**config.mk**
```make
export PLATFORM = sky130hd
export DESIGN_NAME = cau_div_cell
export DESIGN_NICKNAME = d
export VERILOG_FILES = /design/src/sv/cau_pkg.sv /design/src/sv/cau_div_cell.sv
export SDC_FILE = /design/constraint.sdc
export NUM_CORES = 1
export LEC_CHECK = 0
export BUFFER_PORTS_ARGS = -buffer_cell sky130_fd_sc_hd__buf_4
export CAP_MARGIN = 20
export CORE_AREA = 2 2 309 311
export DETAILED_ROUTE_END_ITERATION = 10
export DIE_AREA = 0 0 311 313
export PLACE_DENSITY_LB_ADDON = 0.2
export SLEW_MARGIN = 20
export SYNTH_ARGS = -nofsm -noshare
export SYNTH_HDL_FRONTEND = slang
export SYNTH_SLANG_ARGS = --single-unit
export TNS_END_PERCENT = 10
```
**constraint.sdc**
```tcl
create_clock -name clk -period 1.2 [get_ports clk]
set_input_delay 0.24 -clock clk [delete_from_list [all_inputs] [get_ports clk]]
set_output_delay 0.24 -clock clk [all_outputs]
set_load 0.03 [all_outputs]
```
**src/sv/cau_pkg.sv**
```systemverilog
// Package for the complex arithmetic unit: widths, operation and status codes,
// the structures that travel down the divider chain, and shared helper functions.
// No dependencies.
package cau_pkg;

	localparam int DW    = 32;          // width of one Q16.16 component
	localparam int FB    = 16;          // fraction bits
	localparam int PW    = 2 * DW;      // width of a full product
	localparam int SW    = 2 * DW + 1;  // width of a sum of two products
	localparam int SH    = DW - FB;     // alignment of the dividend against the divisor
	localparam int NCELL = DW;          // one divider cell per quotient bit

	localparam logic [2:0] OP_ADD = 3'd0;
	localparam logic [2:0] OP_SUB = 3'd1;
	localparam logic [2:0] OP_MUL = 3'd2;
	localparam logic [2:0] OP_DIV = 3'd3;
	localparam logic [2:0] OP_MAG = 3'd4;
	localparam logic [2:0] OP_EQ  = 3'd5;
	localparam logic [2:0] OP_NE  = 3'd6;

	localparam logic [1:0] ST_OK   = 2'd0;
	localparam logic [1:0] ST_SAT  = 2'd1;
	localparam logic [1:0] ST_DIVZ = 2'd2;

	typedef struct packed {
		logic [DW-1:0] val;
		logic          sat;
	} sat_t;

	// One quotient lane: partial remainder, dividend bits still to shift in,
	// and quotient bits collected so far.
	typedef struct packed {
		logic [PW-1:0] rem;
		logic [DW-1:0] num;
		logic [DW-1:0] quo;
	} lane_t;

	typedef struct packed {
		logic [2:0]    op;
		logic          neg_re;
		logic          neg_im;
		logic          big_re;
		logic          big_im;
		logic          den_zero;
		logic          cmp;
		logic          sat;
		logic [DW-1:0] res_re;
		logic [DW-1:0] res_im;
	} ctrl_t;

	typedef struct packed {
		ctrl_t         ctrl;
		logic [PW-1:0] den;
		lane_t         re;
		lane_t         im;
	} cell_t;

	// Turns a sign and a magnitude into a saturated two's complement component.
	function automatic sat_t sat_out(input logic neg, input logic [SW-1:0] mag);
		sat_t          r;
		logic [SW-1:0] lim;
		lim   = SW'(1) << (DW - 1);
		r.sat = 1'b0;
		if (neg) begin
			if (mag > lim) begin
				r.sat = 1'b1;
				r.val = lim[DW-1:0];
			end else begin
				r.val = DW'(~mag[DW-1:0] + DW'(1));
			end
		end else begin
			if (mag >= lim) begin
				r.sat = 1'b1;
				r.val = DW'(lim - SW'(1));
			end else begin
				r.val = mag[DW-1:0];
			end
		end
		return r;
	endfunction

	// One restoring division step: shift in the next dividend bit and subtract
	// the divisor when it fits.
	function automatic lane_t lane_step(input lane_t l, input logic [PW-1:0] den);
		lane_t       r;
		logic [PW:0] t;
		logic        q;
		t = {l.rem, l.num[DW-1]};
		q = (t >= {1'b0, den});
		if (q) begin
			r.rem = PW'(t - {1'b0, den});
		end else begin
			r.rem = t[PW-1:0];
		end
		r.num = {l.num[DW-2:0], 1'b0};
		r.quo = {l.quo[DW-2:0], q};
		return r;
	endfunction

endpackage

```
**src/sv/cau_div_cell.sv**
```systemverilog
// One cell of the divider chain: a quotient bit for the real and imaginary lanes.
// Depends on cau_pkg.
module cau_div_cell (
	input  logic          clk,
	input  logic          arst_n,
	input  logic          in_valid,
	input  cau_pkg::cell_t in_data,
	output logic          out_valid,
	output cau_pkg::cell_t out_data
);
	import cau_pkg::*;

	logic  valid_q;
	cell_t data_q;
	cell_t nxt;

	always_comb begin
		nxt      = in_data;
		nxt.re   = lane_step(in_data.re, in_data.den);
		nxt.im   = lane_step(in_data.im, in_data.den);
	end

	always_ff @(posedge clk or negedge arst_n) begin
		if (!arst_n) begin
			valid_q <= 1'b0;
		end else begin
			valid_q <= in_valid;
		end
	end

	always_ff @(posedge clk) begin
		data_q <= nxt;
	end

	assign out_valid = valid_q;
	assign out_data  = data_q;

endmodule

```
======== Word level (Yosys, flattened, before mapping) ========
Cells that the tools add are included.
operators by class
  add/sub/neg operators ................... 2
  multiplexer cells ....................... 2
  order comparisons ....................... 2
operators by type and width
  operator                                          count
  65-bit by 64-bit >= comparator with 1-bit output  2
  64-bit 2-to-1 mux                                 2
  64-bit subtractor                                 2
word-level totals
  flip-flop bits (word level) ............. 393
  bits of input ports ..................... 397
  output and inout port bits .............. 395
  word-level logic and storage cells ...... 24

======== Longest topological paths before layout ========
Gate-level depths: netlist of run 1.
  depth in word-level cells ............... 2
  depth in mapped cells ................... 15
  mapped depth without buffers ............ 13

======== Worst setup path after synthesis of run 1 ========
No wires, ideal clock.
  path type ............................... in2reg
  start point ............................. input in_data[191] (netlist bit)
  end point ............................... register data_q, in the netlist out_data[252]
  path buffers ............................ 0
  data required time ...................... 1.079 ns
  arrival ................................. 2.882 ns
  setup time .............................. 0.121 ns
  cell stages on the path ................. 13
  path slack .............................. -1.803 ns
  path through ............................ inv_1 > ha_1 > fa_1 > nand2b_1 > a21oi_1 > o2111ai_1 > a2111oi_2 > o21ai_1 > a211oi_1 > a211oi_1 > o31ai_1 > xor2_1 > mux2_2
RTL lines
  element               RTL line            RTL
  start, declared       cau_div_cell.sv:7   input cau_pkg::cell_t in_data,
  end signal, assigned  cau_div_cell.sv:32  data_q <= nxt;
  end, declared         cau_div_cell.sv:14  cell_t data_q;

==> results of run 1 <==
-- layer usage --
metal	track usage	routed length, µm
met1	0.250	43700
met2	0.414	58400
met3	0.0541	6740
met4	0.0605	3180
met5	0	103
-- synthesized netlist by cell type (all sizes together) (22+ instances only) --
library cell	number	area (µm²)
a21oi	221	1130
xnor2	63	552
inv	104	390
clkbuf	55	208
dfxtp	392	7850
nand2	164	616
xor2	47	412
nand3	32	160
ha	128	1600
a21o	46	345
o21bai	28	210
buf	22	119
o21ai	137	697
nand4	40	250
nor2	123	462
-- critical path: stages --
cell	delay, ns
buf_6	0.09
inv_4	0.03
buf_4	0.14
ha_4	0.30
nand2_4	0.06
or3_4	0.39
a21oi_4	0.17
o311ai_4	0.15
a2111oi_4	0.31
buf_4	0.20
a21oi_4	0.08
o21ai_4	0.23
a21oi_4	0.09
buf_6	0.14
buf_12	0.15
buf_4	0.14
buf_8	0.12
nand2_2	0.05
o21ai_1	0.06
-- registers in the layout, indices dropped and copies added, names as in the netlist --
signal / count
out_valid: 1
out_data: 392
-- through the flow --
step	utilization	power, W
final	0.408	0.0505
after global placement	0.313	0.0309
after floorplan	-	0.0225
after global routing	0.408	0.0527
after CTS	0.398	0.0506
after detailed placement	0.313	0.0308
-- area by class of cell --
type                            instances  area (µm²)
Clock buffer                           65        1410
Inverter                              104         469
Antenna cell                            3        7.51
Multi-Input combinational cell       1299       10400
Clock inverter                         29         372
Timing Repair Buffer                 1854       16200
Tap cell                             1265        1580
Sequential cell                       393        8010
Fill cell                            9592       55800
-- final timing paths --
| check | from | end | slack (ns) | cells after the start |
|---|---|---|---|---|
| max in group asynchronous | arst_n | out_valid | 0.63 | 3 |
| min in group asynchronous | arst_n | out_valid | 0.47 | 3 |
| setup / recovery | in_data[261] | out_data[88] | -1.46 | 19 |
| hold / removal | in_data[256] | out_data[256] | -0.27 | 1 |
-- power by group through the flow --
stage	clock (W)	sequential (W)	combinational (W)
finish	0.0164	0.0152	0.0188
floorplan	0	0.0180	0.00455
global route	0.0175	0.0153	0.0199
detailed placement	0	0.0153	0.0156
global placement	0	0.0153	0.0156
CTS	0.0169	0.0152	0.0184
-- cells by family (layout without fill, tap and decap cells) --
kind of cell             count (synthesis)  in the layout  synth area share
adder cells (fa/ha/maj)                130            130            0.0958
other                                    1              5          0.000219
flip-flops                             393            393             0.460
AND/OR/NAND/NOR                        476            476             0.131
XOR/XNOR                               110            110            0.0562
multiplexers                            19             19            0.0124
AO/OA/AOI/OAI                          562            562             0.203
buffers and inverters                  181           2052            0.0419
-- timing repair --
item,in CTS,in global routing
pin swaps,84,67
endpoints found under the hold margin,391,3
hold buffers,389,2
resized for setup,523,176
setup buffers,23,24
gates cloned,15,1
endpoints found under the setup margin,523,523
==> reports/metrics.yaml, run 1 <==
synth.avg_cell_area_um2: 9.15
syn_area_mm2: 0.0171
vdd_ir_drop_max_mv: 1.02
period_share: 2.22
p_leak_nw: 17.8
crit_type: "in -> reg"
dieWidth_um: 311
synth_edf_count: 0
drt_wl_total_mm: 112
final_common_cell: "buf_4"
path_max_fanout: 8
synth_cells: 1872
nets: 4231
power.switching_w: 0.0170
dp_hpwl_mm: 89.6
finalSetupViolCount: 523
drtIter0Drc: 926
clkPwrFrac: 0.326
overflow: 0
status: "finished, violations left"
max_freq_mhz: 376
violations: "negative hold slack, negative setup slack"
finalInstanceArea_mm2: 0.0384
startpoint_type: "input port"
fin_hold_ws_ns: -0.265
slew_headroom: 0.577
combPwrFrac: 0.372
powerDensity_mw_per_mm2: 1310
cts_root_buffer: "clkbuf_16"
die_area_mm2: 0.0973
dpl-instance-area_mm2: 0.0294
async_reset_ff_frac: 0.00254
routed-via-count: 21000
coreArea_mm2: 0.0942
intPower_w: 0.0334
drive_gt1_frac: 0.530
clock_sinks: 393
chipHeight_um: 313
post-route-min-period_ns: 2.66
first_pass_iters: 5
yosysSeqAreaShare: 0.460
critical_path_required_ns: 1.71
endpoint_kind: "register"
final_cell_mix: "1289 x buf_4, 391 x dlygate4sd3_1, 289 x dfxtp_1"
p_seq_frac: 0.302
rsz0062_at_grt: "yes"
ys_seq_elements: 393
clkTransAtPathRegs_ns: 0.06
fin_tns_setup_ns: -220.86
portBuffers: 787
drc: 0
hold_path.class: "in -> reg"
vias_per_cell: 4.18
cts_tree: "yes"
grt_max_degree: 29
synth_cell_type_count: 79
setup_ws_ns: -1.46
io_pins: 792
switching_share: 0.338
grt_pass1_wl_mm: 156
antenna_found_initial: 17
cts_buffers: 52
synth_warnings: 0
place.gp.congestion: 0.863
start_util: 0.182
grt_pass1_vias: 21900
rows: 113
routedWlPerCell_um: 22.4
cts_htree_levels: 2
instances_no_fill: 5012
synth_flop_cell: "dfxtp_1"
cts_buffer_depth: 3
area_delta_synth_final_pct: 124
critPathArrivalTime_ns: 3.17
ant_nets: 0
preCtsSetupSlack_ns: -2.58
drv_slew: 0
maxCapViolCount: 0
worstMarginPinSlew_ns: 0.627
grt_usage: 0.222
hold_violations: 2
dp.cells: 4469
No activity file was read; power rests on OpenSTA's default activity.
==> inputs of run 2 (changes only) <==
--- a/config.mk
+++ b/config.mk
@@ -8,6 +8,7 @@
 export BUFFER_PORTS_ARGS = -buffer_cell sky130_fd_sc_hd__buf_4
 export CAP_MARGIN = 20
 export CORE_AREA = 2 2 309 311
+export CTS_BUF_LIST = sky130_fd_sc_hd__clkbuf_2 sky130_fd_sc_hd__clkbuf_4 sky130_fd_sc_hd__clkbuf_8
 export DETAILED_ROUTE_END_ITERATION = 10
 export DIE_AREA = 0 0 311 313
 export PLACE_DENSITY_LB_ADDON = 0.2
==> constraint.sdc (replaced) <==
create_clock -name clk -period 1.2 [get_ports clk]
set_input_delay 0.12 -clock clk [delete_from_list [all_inputs] [get_ports clk]]
set_output_delay 0.12 -clock clk [all_outputs]
set_load 0.03 [all_outputs]
==> run 2 against run 1 <==
- largest cell class unchanged
- the run still ends with negative hold slack, negative setup slack left
- die area unchanged
- highest routed layer unchanged
- fmax rose by 7.0%
- global-route usage is essentially flat
- hold slack worse by 0.22 ns
- first-iteration DRC count rose by 6.3%
- sequential share of layout area is 0.72 points lower
- worst setup slack improved by 0.17 ns
- flip-flop and latch count unchanged
==> reports/metrics.yaml, run 2 (synthesis results as in run 1) <==
status: "finished, violations left"
violations: "negative hold slack, negative setup slack"
slowest_delay_ns: 0.43
hold_path.class: "in -> reg"
endpoint_kind: "register"
rows: 113
routed-via-count: 22100
dieWidth_um: 311
fin_tns_setup_ns: -202.28
final_common_cell: "buf_4"
vias_per_cell: 4.18
regArea_mm2: 0.00805
hold_end: "out_data[272]"
worstMarginPinSlew_ns: 0.697
chipHeight_um: 313
critPathMostFrequentCell: "a21oi_4"
clkTransAtPathRegs_ns: 0.06
slew_headroom: 0.531
overflow: 0
drt_wl_total_mm: 116
io_pins: 792
preCtsSetupSlack_ns: -2.48
multi_input_comb_area_mm2: 0.00986
grt_pass1_vias: 23100
worstHoldPathCells: 1
die_area_mm2: 0.0973
rsz0062_at_grt: "yes"
grt_use_met1: 0.241
maxCapViolCount: 0
grt_max_degree: 57
grt_use_met3: 0.0618
start_util: 0.182
portBuffers: 787
period_share: 2.07
antenna_found_initial: 21
post-route-min-period_ns: 2.49
finalInstanceArea_mm2: 0.0400
use_met2: 0.412
powerDensity_mw_per_mm2: 1260
instances_no_fill: 5277
nets: 4465
dp.cells: 4466
clock_sinks: 393
fin_hold_ws_ns: -0.487
p_leak_nw: 18.6
cts_root_buffer: "clkbuf_8"
coreArea_mm2: 0.0942
top_usage_layer: "met2"
max_freq_mhz: 402
cts_tree: "yes"
grt_usage: 0.222
place.gp.congestion: 0.865
cts_htree_levels: 3
crit_slowest_cell: "or3_4"
setup_ws_ns: -1.29
critical_path_required_ns: 1.83
holdCritStartpoint: "in_data[272]"
nFillCells: 9463
area_delta_synth_final_pct: 133
drc: 0
hold_violations: 20
crit_chain: "buf_8, inv_6, buf_6, ha_4, nand4_1, or3_4, a21oi_4, o311ai_4, a2111oi_4, buf_4, a21oi_4, o21ai_4, a21oi_4, buf_8, buf_4, a211oi_2, nor3b_2"
startpoint_type: "input port"
vdd_ir_drop_max_mv: 0.846
critPathArrivalTime_ns: 3.12
finalSetupViolCount: 523
drtIter0Drc: 984
path_max_fanout: 10
drv_slew: 0
largest_register_ffs: 392
crit_type: "in -> reg"
cts_buffer_depth: 3
grt_pass1_wl_mm: 157
ant_nets: 0
dp_hpwl_mm: 89.9
drive_gt1_frac: 0.493
dpl-instance-area_mm2: 0.0294
routedWlPerCell_um: 22.0
cts_buffers: 81
final_cell_mix: "1252 x buf_4, 610 x dlygate4sd3_1, 252 x dfxtp_1"
first_pass_iters: 5
[run 2: cell types whose count changed in the layout (fill, tap and decap cells not counted), sizes merged, moves of 2 or more]
cell         delta
buf            -20
clkinv          -5
clkbuf         +66
bufinv          -2
clkinvlp        -2
dlygate4sd3   +219
diode           +9
[run 2: routing by layer]
| metal | up-vias | routed length (µm) | part of all wire |
|---|---|---|---|
| li1 | 10800 | - | - |
| met1 | 10400 | 44900 | 0.39 |
| met2 | 643 | 59300 | 0.51 |
| met3 | 191 | 7050 | 0.061 |
| met4 | 20 | 4790 | 0.041 |
| met5 | - | 128 | 0.0011 |
[run 2: per-stage QoR]
stage / total power [W] / util / hold WS (ns)
global placement: 0.0309 / 0.312 / -0.104
CTS: 0.0492 / 0.399 / -0.579
finish: 0.0503 / 0.425 / -0.487
detailed placement: 0.0308 / 0.312 / -0.104
global route: 0.0526 / 0.425 / -0.564
floorplan: 0.0225 / - / -0.176
[run 2: power breakdown]
group	switching, W	total, W	internal (W)
combinational	0.00970	0.0189	0.00920
clock	0.00698	0.0162	0.00918
sequential	0.000647	0.0152	0.0146
[run 2: cell type report]
class	instances	share of cell area
Clock buffer	124	0.0388
Multi-Input combinational cell	1299	0.247
Sequential cell	393	0.201
Inverter	104	0.0116
Timing Repair Buffer	2059	0.455
Tap cell	1265	0.0396
Clock inverter	21	0.00670
Antenna cell	12	0.000751
[run 2: how the worst max path moves through the flow]
stage	startpoint	endpoint	slack, ns	depth (start not counted)
global placement	in_data[260]	out_data[123]	-2.54	17
detailed placement	in_data[260]	out_data[123]	-2.48	17
CTS	in_data[260]	out_data[93]	-1.27	17
floorplan	in_data[265]	out_data[123]	-1.48	13
global route	in_data[257]	out_data[196]	-1.34	18
finish	in_data[267]	out_data[120]	-1.29	17
[run 2: what timing repair did]
action | CTS | global route
hold endpoints to repair | 392 | 52
gates cloned | 1 | 11
setup buffers | 9 | 29
pin swaps | 19 | 67
setup endpoints to repair | 523 | 523
hold buffers | 579 | 38
resized for setup | 90 | 517
[run 2: critical path, delay by kind of cell]
| kind | cells | cell delay (ns) |
|---|---|---|
| adders and majority gates | 1 | 0.25 |
| buffers and inverters | 6 | 0.74 |
| AOI/OAI and AO/OA | 7 | 1.35 |
| and+or+nand+nor | 3 | 0.61 |
